File: config.mk
export PLATFORM = sky130hd
export DESIGN_NAME = overwriting_trace_ring_buffer
export DESIGN_NICKNAME = d
export VERILOG_FILES = /design/src/design/otrb_pkg.sv /design/src/design/otrb_ram.sv /design/src/design/otrb_front.sv /design/src/design/otrb_queue.sv /design/src/design/otrb_back.sv /design/src/design/overwriting_trace_ring_buffer.sv
export SDC_FILE = /design/constraint.sdc
export NUM_CORES = 2
export LEC_CHECK = 0
export BUFFER_PORTS_ARGS = -buffer_cell sky130_fd_sc_hd__buf_2
export CAP_MARGIN = 30
export CORE_MARGIN = 4
export CORE_UTILIZATION = 55
export DETAILED_ROUTE_END_ITERATION = 8
export GPL_ROUTABILITY_DRIVEN = 0
export HOLD_SLACK_MARGIN = 0.12
export PLACE_DENSITY = 0.75
export RECOVER_POWER = 100
export SYNTH_ARGS = -nofsm -noshare
export SYNTH_HDL_FRONTEND = slang
export SYNTH_MEMORY_MAX_BITS = 65536
export SYNTH_SLANG_ARGS = --single-unit
export TNS_END_PERCENT = 10
File: constraint.sdc
create_clock -name clk_i -period 17.8 [get_ports clk_i]
set_clock_uncertainty 0.2 [all_clocks]
set_input_delay 0.89 -clock clk_i [delete_from_list [all_inputs] [get_ports clk_i]]
set_output_delay 0.89 -clock clk_i [all_outputs]
set_load 0.02 [all_outputs]
File: src/design/otrb_pkg.sv
// ----------------------------------------------------------------------------
// otrb_pkg
// Shared types and constants for the overwriting trace ring buffer.
// ----------------------------------------------------------------------------
package otrb_pkg;

  localparam int unsigned EntriesDef    = 32;
  localparam int unsigned QueueDepthDef = 4;
  localparam int unsigned SlotW         = 6;   // slot index width at the largest ring
  localparam int unsigned CntW          = 7;

  typedef enum logic [1:0] {
    CMD_EVENT  = 2'd0,
    CMD_CLEAR  = 2'd1,
    CMD_EXPORT = 2'd2
  } cmd_e;

  typedef enum logic {
    JOB_WRITE  = 1'b0,
    JOB_EXPORT = 1'b1
  } job_kind_e;

  typedef enum logic {
    BK_IDLE = 1'b0,
    BK_READ = 1'b1
  } back_state_e;

  typedef struct packed {
    logic [1:0]      cmd;
    logic [15:0]     event_type;
    logic [31:0]     arg_first;
    logic [31:0]     arg_second;
    logic [31:0]     time_stamp;
    logic [7:0]      cpu_id;
    logic [CntW-1:0] max_records;
  } in_t;

  typedef struct packed {
    logic            rec_valid;
    logic [31:0]     rec_time;
    logic [15:0]     rec_type;
    logic [7:0]      rec_cpu;
    logic            rec_overflow;
    logic [31:0]     rec_arg_first;
    logic [31:0]     rec_arg_second;
    logic [CntW-1:0] export_count;
    logic [31:0]     dropped_total;
    logic            last;
  } out_t;

  typedef struct packed {
    logic [31:0] time_stamp;
    logic [15:0] event_type;
    logic [7:0]  cpu_id;
    logic        overflow;
    logic [31:0] arg_first;
    logic [31:0] arg_second;
  } rec_t;

  typedef struct packed {
    job_kind_e        kind;
    logic [SlotW-1:0] slot;
    rec_t             rec;
    logic [CntW-1:0]  cnt;
    logic [31:0]      drop;
  } job_t;

endpackage

File: src/design/otrb_ram.sv
// ----------------------------------------------------------------------------
// otrb_ram
// Generic single-write, single-read RAM with registered read data.
// ----------------------------------------------------------------------------
module otrb_ram #(
  parameter int unsigned WIDTH = 8,
  parameter int unsigned DEPTH = 32,
  localparam int unsigned AW   = (DEPTH > 1) ? $clog2(DEPTH) : 1
) (
  input  logic             clk_i,
  input  logic             we_i,
  input  logic [AW-1:0]    waddr_i,
  input  logic [WIDTH-1:0] wdata_i,
  input  logic             re_i,
  input  logic [AW-1:0]    raddr_i,
  output logic [WIDTH-1:0] rdata_o
);

  logic [WIDTH-1:0] mem_q [DEPTH];
  logic [WIDTH-1:0] rdata_q;

  always_ff @(posedge clk_i) begin
    if (we_i) begin
      mem_q[waddr_i] <= wdata_i;
    end
    if (re_i) begin
      rdata_q <= mem_q[raddr_i];
    end
  end

  assign rdata_o = rdata_q;

endmodule

File: src/design/otrb_front.sv
// ----------------------------------------------------------------------------
// otrb_front
// Command front end: keeps head and drop count, turns events and exports
// into jobs for the back end.
// ----------------------------------------------------------------------------
module otrb_front #(
  parameter int unsigned ENTRIES = otrb_pkg::EntriesDef,
  localparam int unsigned SW     = (ENTRIES > 1) ? $clog2(ENTRIES) : 1
) (
  input  logic           clk_i,
  input  logic           rst_ni,
  input  logic           in_valid_i,
  input  otrb_pkg::in_t  in_data_i,
  output logic           in_stall_o,
  output logic           q_push_o,
  output otrb_pkg::job_t q_job_o,
  input  logic           q_full_i
);
  import otrb_pkg::*;

  logic [31:0]     head_q, head_d;
  logic [31:0]     drop_q, drop_d;
  logic [SW-1:0]   wslot_q, wslot_d;
  logic            accept;
  logic            full;
  logic [CntW-1:0] avail, n, ws_ext, start;

  assign in_stall_o = q_full_i;
  assign accept     = in_valid_i && !q_full_i;
  assign full       = head_q >= 32'(ENTRIES);

  assign avail  = full ? CntW'(ENTRIES) : head_q[CntW-1:0];
  assign n      = (avail < in_data_i.max_records) ? avail : in_data_i.max_records;
  assign ws_ext = CntW'(wslot_q);
  assign start  = (ws_ext >= n) ? (ws_ext - n) : (ws_ext + CntW'(ENTRIES) - n);

  always_comb begin
    head_d   = head_q;
    drop_d   = drop_q;
    wslot_d  = wslot_q;
    q_push_o = 1'b0;
    q_job_o  = '0;
    if (accept) begin
      case (in_data_i.cmd)
        CMD_EVENT: begin
          q_push_o                   = 1'b1;
          q_job_o.kind               = JOB_WRITE;
          q_job_o.slot               = SlotW'(wslot_q);
          q_job_o.rec.time_stamp     = in_data_i.time_stamp;
          q_job_o.rec.event_type     = in_data_i.event_type;
          q_job_o.rec.cpu_id         = in_data_i.cpu_id;
          q_job_o.rec.overflow       = full;
          q_job_o.rec.arg_first      = in_data_i.arg_first;
          q_job_o.rec.arg_second     = in_data_i.arg_second;
          head_d                     = head_q + 32'd1;
          if (full) begin
            drop_d = drop_q + 32'd1;
          end
          if (head_q == '1 || wslot_q == SW'(ENTRIES - 1)) begin
            wslot_d = '0;
          end else begin
            wslot_d = wslot_q + 1'b1;
          end
        end
        CMD_CLEAR: begin
          head_d  = '0;
          drop_d  = '0;
          wslot_d = '0;
        end
        CMD_EXPORT: begin
          q_push_o     = 1'b1;
          q_job_o.kind = JOB_EXPORT;
          q_job_o.slot = start[SlotW-1:0];
          q_job_o.cnt  = n;
          q_job_o.drop = drop_q;
        end
        default: begin
        end
      endcase
    end
  end

  always_ff @(posedge clk_i or negedge rst_ni) begin
    if (!rst_ni) begin
      head_q  <= '0;
      drop_q  <= '0;
      wslot_q <= '0;
    end else begin
      head_q  <= head_d;
      drop_q  <= drop_d;
      wslot_q <= wslot_d;
    end
  end

endmodule

File: src/design/otrb_queue.sv
// ----------------------------------------------------------------------------
// otrb_queue
// Short job queue between front and back end.
// ----------------------------------------------------------------------------
module otrb_queue #(
  parameter int unsigned DEPTH = otrb_pkg::QueueDepthDef,
  localparam int unsigned PW   = (DEPTH > 1) ? $clog2(DEPTH) : 1,
  localparam int unsigned NW   = $clog2(DEPTH + 1)
) (
  input  logic           clk_i,
  input  logic           rst_ni,
  input  logic           push_i,
  input  otrb_pkg::job_t job_i,
  output logic           full_o,
  input  logic           pop_i,
  output otrb_pkg::job_t job_o,
  output logic           empty_o
);
  import otrb_pkg::*;

  job_t          buf_q [DEPTH];
  logic [PW-1:0] wptr_q, rptr_q;
  logic [NW-1:0] num_q;

  assign full_o  = num_q == NW'(DEPTH);
  assign empty_o = num_q == '0;
  assign job_o   = buf_q[rptr_q];

  always_ff @(posedge clk_i) begin
    if (push_i) begin
      buf_q[wptr_q] <= job_i;
    end
  end

  always_ff @(posedge clk_i or negedge rst_ni) begin
    if (!rst_ni) begin
      wptr_q <= '0;
      rptr_q <= '0;
      num_q  <= '0;
    end else begin
      if (push_i) begin
        wptr_q <= (wptr_q == PW'(DEPTH - 1)) ? '0 : wptr_q + 1'b1;
      end
      if (pop_i) begin
        rptr_q <= (rptr_q == PW'(DEPTH - 1)) ? '0 : rptr_q + 1'b1;
      end
      if (push_i && !pop_i) begin
        num_q <= num_q + 1'b1;
      end else if (pop_i && !push_i) begin
        num_q <= num_q - 1'b1;
      end
    end
  end

endmodule

File: src/design/otrb_back.sv
// ----------------------------------------------------------------------------
// otrb_back
// Back end: carries out slot writes and export read runs in order, and
// holds the result register.
// ----------------------------------------------------------------------------
module otrb_back #(
  parameter int unsigned ENTRIES = otrb_pkg::EntriesDef,
  localparam int unsigned SW     = (ENTRIES > 1) ? $clog2(ENTRIES) : 1,
  localparam int unsigned RW     = $bits(otrb_pkg::rec_t)
) (
  input  logic           clk_i,
  input  logic           rst_ni,
  input  otrb_pkg::job_t q_job_i,
  input  logic           q_empty_i,
  output logic           q_pop_o,
  output logic           ram_we_o,
  output logic [SW-1:0]  ram_waddr_o,
  output logic [RW-1:0]  ram_wdata_o,
  output logic           ram_re_o,
  output logic [SW-1:0]  ram_raddr_o,
  input  logic [RW-1:0]  ram_rdata_i,
  output logic           out_valid_o,
  input  logic           out_stall_i,
  output otrb_pkg::out_t out_data_o
);
  import otrb_pkg::*;

  back_state_e     state_q, state_d;
  logic [CntW-1:0] rem_q, jcnt_q, pcnt_q;
  logic [31:0]     jdrop_q, pdrop_q;
  logic [SW-1:0]   addr_q;
  logic            pend_q, plast_q;
  logic            out_v_q;
  out_t            out_q;
  logic            slot_free, consume, issue, load_empty, load_job;
  rec_t            rd_rec;

  assign slot_free = !out_v_q || !out_stall_i;
  assign consume   = pend_q && slot_free;
  assign rd_rec    = rec_t'(ram_rdata_i);

  assign ram_waddr_o = q_job_i.slot[SW-1:0];
  assign ram_wdata_o = RW'(q_job_i.rec);
  assign ram_raddr_o = addr_q;

  // outputs of the sequencer
  always_comb begin
    q_pop_o    = 1'b0;
    ram_we_o   = 1'b0;
    ram_re_o   = 1'b0;
    issue      = 1'b0;
    load_empty = 1'b0;
    load_job   = 1'b0;
    case (state_q)
      BK_IDLE: begin
        if (!q_empty_i) begin
          if (q_job_i.kind == JOB_WRITE) begin
            q_pop_o  = 1'b1;
            ram_we_o = 1'b1;
          end else if (q_job_i.cnt == '0) begin
            if (slot_free && !pend_q) begin
              q_pop_o    = 1'b1;
              load_empty = 1'b1;
            end
          end else begin
            q_pop_o  = 1'b1;
            load_job = 1'b1;
          end
        end
      end
      BK_READ: begin
        issue    = !pend_q || consume;
        ram_re_o = issue;
      end
      default: begin
      end
    endcase
  end

  // next state
  always_comb begin
    state_d = state_q;
    case (state_q)
      BK_IDLE: begin
        if (load_job) begin
          state_d = BK_READ;
        end
      end
      BK_READ: begin
        if (issue && rem_q == CntW'(1)) begin
          state_d = BK_IDLE;
        end
      end
      default: state_d = BK_IDLE;
    endcase
  end

  always_ff @(posedge clk_i or negedge rst_ni) begin
    if (!rst_ni) begin
      state_q <= BK_IDLE;
      pend_q  <= 1'b0;
      out_v_q <= 1'b0;
      rem_q   <= '0;
    end else begin
      state_q <= state_d;
      if (issue) begin
        pend_q <= 1'b1;
      end else if (consume) begin
        pend_q <= 1'b0;
      end
      if (consume || load_empty) begin
        out_v_q <= 1'b1;
      end else if (!out_stall_i) begin
        out_v_q <= 1'b0;
      end
      if (load_job) begin
        rem_q <= q_job_i.cnt;
      end else if (issue) begin
        rem_q <= rem_q - 1'b1;
      end
    end
  end

  always_ff @(posedge clk_i) begin
    if (load_job) begin
      addr_q  <= q_job_i.slot[SW-1:0];
      jcnt_q  <= q_job_i.cnt;
      jdrop_q <= q_job_i.drop;
    end else if (issue) begin
      addr_q <= (addr_q == SW'(ENTRIES - 1)) ? '0 : addr_q + 1'b1;
    end
    if (issue) begin
      pcnt_q  <= jcnt_q;
      pdrop_q <= jdrop_q;
      plast_q <= rem_q == CntW'(1);
    end
    if (consume) begin
      out_q.rec_valid      <= 1'b1;
      out_q.rec_time       <= rd_rec.time_stamp;
      out_q.rec_type       <= rd_rec.event_type;
      out_q.rec_cpu        <= rd_rec.cpu_id;
      out_q.rec_overflow   <= rd_rec.overflow;
      out_q.rec_arg_first  <= rd_rec.arg_first;
      out_q.rec_arg_second <= rd_rec.arg_second;
      out_q.export_count   <= pcnt_q;
      out_q.dropped_total  <= pdrop_q;
      out_q.last           <= plast_q;
    end else if (load_empty) begin
      out_q.rec_valid      <= 1'b0;
      out_q.rec_time       <= '0;
      out_q.rec_type       <= '0;
      out_q.rec_cpu        <= '0;
      out_q.rec_overflow   <= 1'b0;
      out_q.rec_arg_first  <= '0;
      out_q.rec_arg_second <= '0;
      out_q.export_count   <= '0;
      out_q.dropped_total  <= q_job_i.drop;
      out_q.last           <= 1'b1;
    end
  end

  assign out_valid_o = out_v_q;
  assign out_data_o  = out_q;

endmodule

File: src/design/overwriting_trace_ring_buffer.sv
// ----------------------------------------------------------------------------
// overwriting_trace_ring_buffer
// Trace ring that records events, clears its head and drop count, and
// exports the most recent records oldest first.
// ----------------------------------------------------------------------------
//  channel | direction | handshake               | payload
//  in      | input     | in_valid_i / in_stall_o | in_data_i  (otrb_pkg::in_t)
//  out     | output    | out_valid_o/out_stall_i | out_data_o (otrb_pkg::out_t)
//
//  Clear and unused commands are handled in the front end only.
//  An event is queued by the front end and written to its slot by the back end.
//  An export of n records is set up in the back end, then read record by record,
//  paced by the single RAM read port; an empty export gives one result.
//  Reset clears head, drop count, queue and control; slot contents are kept.
//  A stalled output holds the record in the RAM read register and pauses reads.
// ----------------------------------------------------------------------------
module overwriting_trace_ring_buffer #(
  parameter int unsigned ENTRIES     = otrb_pkg::EntriesDef,
  parameter int unsigned QUEUE_DEPTH = otrb_pkg::QueueDepthDef
) (
  input  logic           clk_i,
  input  logic           rst_ni,
  input  logic           in_valid_i,
  output logic           in_stall_o,
  input  otrb_pkg::in_t  in_data_i,
  output logic           out_valid_o,
  input  logic           out_stall_i,
  output otrb_pkg::out_t out_data_o
);
  import otrb_pkg::*;

  localparam int unsigned SW = (ENTRIES > 1) ? $clog2(ENTRIES) : 1;
  localparam int unsigned RW = $bits(rec_t);

  logic          q_push, q_full, q_pop, q_empty;
  job_t          push_job, head_job;
  logic          ram_we, ram_re;
  logic [SW-1:0] ram_waddr, ram_raddr;
  logic [RW-1:0] ram_wdata, ram_rdata;

  otrb_front #(
    .ENTRIES(ENTRIES)
  ) u_front (
    .clk_i      (clk_i),
    .rst_ni     (rst_ni),
    .in_valid_i (in_valid_i),
    .in_data_i  (in_data_i),
    .in_stall_o (in_stall_o),
    .q_push_o   (q_push),
    .q_job_o    (push_job),
    .q_full_i   (q_full)
  );

  otrb_queue #(
    .DEPTH(QUEUE_DEPTH)
  ) u_queue (
    .clk_i   (clk_i),
    .rst_ni  (rst_ni),
    .push_i  (q_push),
    .job_i   (push_job),
    .full_o  (q_full),
    .pop_i   (q_pop),
    .job_o   (head_job),
    .empty_o (q_empty)
  );

  otrb_back #(
    .ENTRIES(ENTRIES)
  ) u_back (
    .clk_i       (clk_i),
    .rst_ni      (rst_ni),
    .q_job_i     (head_job),
    .q_empty_i   (q_empty),
    .q_pop_o     (q_pop),
    .ram_we_o    (ram_we),
    .ram_waddr_o (ram_waddr),
    .ram_wdata_o (ram_wdata),
    .ram_re_o    (ram_re),
    .ram_raddr_o (ram_raddr),
    .ram_rdata_i (ram_rdata),
    .out_valid_o (out_valid_o),
    .out_stall_i (out_stall_i),
    .out_data_o  (out_data_o)
  );

  otrb_ram #(
    .WIDTH(RW),
    .DEPTH(ENTRIES)
  ) u_ram (
    .clk_i   (clk_i),
    .we_i    (ram_we),
    .waddr_i (ram_waddr),
    .wdata_i (ram_wdata),
    .re_i    (ram_re),
    .raddr_i (ram_raddr),
    .rdata_o (ram_rdata)
  );

endmodule

==> results.md <==
- Post-Route WL: 485600 um
- Dpl cells: 13200
- Clock Tree Buf Depth: 4
- Worst Path Required: 18.08 ns
- I/O Buffers: 296
- Final core utilization: 0.6182
- Total die area: 353700 sq um
- Final min period: 11.85 ns
- IO Pins: 297
- Core area: 343000 sq um
- CP dominant cell by count: clkbuf_1
- Startpoint Class: flip-flop
- Netlist Area Pre-Place: 189300 sq um
- Final net count: 9382
- Die Height: 594.7 um
- Switching fraction of total power: 0.3002
- Unrepaired setup endpoints after global routing: no
- CTS clk-pin slew, worst paths: 0.07 ns
- Drt pass-1 iters: 7
- Psw: 10.51 mW
- Violated checks: capacitance limit, slew limit
- CP Launch Point: u_queue.rptr_q[0]
- Pins Over Slew Limit: 4360
- Leak Pwr: 67.57 nW
- Worst Hold Class: flip-flop to flip-flop
- Worst Tran Pin Value: 7.673 ns
- First-pass GRT wire length: 694900 um
- Worst R2R Setup Slack: 5.95 ns
- Vias per cell: 6.737
- Average size of a mapped cell: 22.00 sq um
- Leading register cell type out of synthesis: edfxtp_1
- WP buf/inv: 3
- Pin count of the biggest net entering global routing: 129
- Grt ovf: 0
- TritonCTS buffer count: 466
- PwrDens: 165.1 nW/um^2
- Hold Crit Depth: 0
- Hold Violations, Final: 0
- Synth top area share: 0.7776
- Area contributors post-synth: edfxtp_1 (78%), mux4_2 (12%), mux2i_1 (2.3%)
- Crit share post-route: 0.6657
- Worst EP arrival: 12.13 ns
- Critical path destination: u_ram.mem_q[0][16]
- Layout cell share with drive strength beyond 1: 0.2035
- H-tree level count: 5
- Peak supply drop: 0.1794 mV
- DP HPWL: 237500 um
- GR Util All Layers: 0.2720
- Critical Path End Type: flip-flop
- P_int: 24.50 mW
- TNS Setup: 0 ns
- FF-to-FF End: u_ram.mem_q[0][16]
- Critical Path, Cell by Cell: clkbuf_1 > mux4_2 > or3_1 > nor2_4 > clkbuf_1 > clkbuf_1
- Combinational share of power: 0.271
- Die X: 594.7 um
- Site Rows: 215
- Clock power frac: 0.280
- Wire per inst: 34.20 um
- Root Driver: clkbuf_16
- Initial core utilization: 0.5520
- Sequential Power Share: 0.449
- Synth Warn #: 0
- Top Family by Delay on Critical Path: buffers and inverters
- Synth Register Bits: 4989
- Syn_nets: 8764
- Finish-stage setup viols: 0
- Crit-path max cell delay: 2.70 ns
- Yosys top cell by area: edfxtp_1
- DR iter-0 viols: 14685
- Non-Filler Instances: 14198
- CP Class: flip-flop to flip-flop
- Clock sinks: 4989
- Sequential element share of the synthesized area: 0.7890
- Max cap viols: 130
- Critical path's slowest cell: clkbuf_1
- Area growth syn-to-layout: 12.00%
- DRC: 0
- Crit Path Max Fanout: 35
- Unique masters post-synth: 62
- Slew headroom: -4.115
- Min-delay src: u_back.jdrop_q[26]
- Initial antenna violation count: 38
- Reg2Reg Depth: 6
- Number of cells on the critical path: 6
- Async SR Flop Fraction: 0.01724
- Status: finished with violations
- FMAX: 84.39 MHz
- Reg-to-Reg Start: u_queue.rptr_q[0]
- Clock Latency Late Sink: 1.01 ns
- Routed vias: 95656
- Cells after synthesis: 8604
- Hold WS: 0.2113 ns
- Vias in the first global route: 96465
- DRT antenna net count: 0
- Post-synth EDFFs: 4902
- CTS tree: done
how the worst min path moves through the flow:
stage / end
after global placement: u_back.pcnt_q[5]
after detailed placement: u_back.pdrop_q[10]
after global routing: u_queue.buf_q[2][40]
after CTS: u_queue.buf_q[2][89]
final: u_back.pdrop_q[26]
after floorplan: u_back.pcnt_q[0]
cells in the final DEF (no fill, tap or decap), types with 25 or more instances in the layout:
cell type	n
a211oi_1	32
a21oi_1	66
and2_0	151
and3_1	143
buf_12	27
buf_2	129
buf_4	53
bufinv_16	46
clkbuf_1	391
clkbuf_16	471
clkinv_1	115
clkinv_2	87
dfrtp_1	85
dlygate4sd3_1	103
edfxtp_1	4902
ha_1	25
inv_1	38
mux2_2	43
mux2i_1	429
mux4_2	1026
nand2_1	291
nand3_1	39
nor2_1	148
nor4_1	25
o21ai_0	154
o221ai_1	267
o22ai_1	78
xnor2_1	28
xor2_1	33
stage by stage:
step	worst slack (ns)	cell area, sq um	total power, mW
2_1_floorplan	9.983	189300	22.32
3_3_place_gp	11.41	196600	24.95
3_5_place_dp	11.27	196800	25.25
4_1_cts	11.21	212900	35.03
5_1_grt	5.512	212000	36.36
6_report	5.950	212000	35.01
flip-flops by register name, summed over array words and instances, names as in the netlist:
register / cells
u_back.rem_q: 7
u_queue.num_q: 3
u_back.pend_q: 1
u_front.head_q: 32
u_front.drop_q: 32
u_back.state_q: 1
u_back.plast_q: 1
u_ram.mem_q: 3872
u_back.out_data_o: 162
u_back.ram_raddr_o: 5
u_queue.buf_q: 664
u_queue.wptr_q: 2
u_back.out_valid_o: 1
u_back.pcnt_q: 7
u_ram.rdata_o: 121
u_back.jdrop_q: 32
u_front.wslot_q: 5
u_back.jcnt_q: 7
u_back.pdrop_q: 32
u_queue.rptr_q: 2
power groups by stage:
stage	Sequential [mW]	Clock, mW	Combinational [mW]
after global routing	15.8	10.4	10.1
after detailed placement	15.9	0	9.36
after global placement	15.9	0	9.07
after CTS	15.7	9.91	9.46
after floorplan	15.9	0	6.39
final	15.7	9.81	9.49
repair_timing:
action                    in CTS  in global routing
gates resized for setup        0                  0
hold buffers                 103                  0
hold endpoints to repair     482                  0
setup buffers                  0                  0
layer usage:
metal / share of wire / up-vias / GRT usage
met4: 0.034 / 10 / 0.08707
met1: 0.37 / 50239 / 0.3911
met2: 0.48 / 6969 / 0.4285
met5: 0.00011 / - / 0
met3: 0.12 / 1036 / 0.05202
li1: - / 37402 / -
cells by family after synthesis:
logic type,share of synthesized area
XOR/XNOR,0.002822
multiplexers,0.1481
AO/OA/AOI/OAI,0.02328
adder cells (fa/ha/maj),0.001864
other,0.00001981
AND/OR/NAND/NOR,0.02348
buffers and inverters,0.01143
flip-flops,0.7890
synthesized netlist by cell type, types with 35 or more instances:
master    count
mux4_2     1026
o21ai_0     152
and3_1      143
and2_1      151
nand2_1     291
mux2i_1     429
o22ai_1      78
a21oi_1      66
nor2_1      153
dfrtp_1      86
buf_1        61
nand3_1      39
buf_2       119
edfxtp_1   4902
mux2_2       56
inv_1        39
clkbuf_1    242
o221ai_1    267
buf_4        35
layout make-up:
type,instances,area [sq um]
clock inverter,295,2844
multi-input combinational,3115,37800
fill,22547,131000
antenna,16,40.04
clock buffer,576,12210
timing repair buffer,608,3892
tap,4557,5702
sequential,4989,149400
inverter,42,166.4
(Power assumes the default switching activity.)
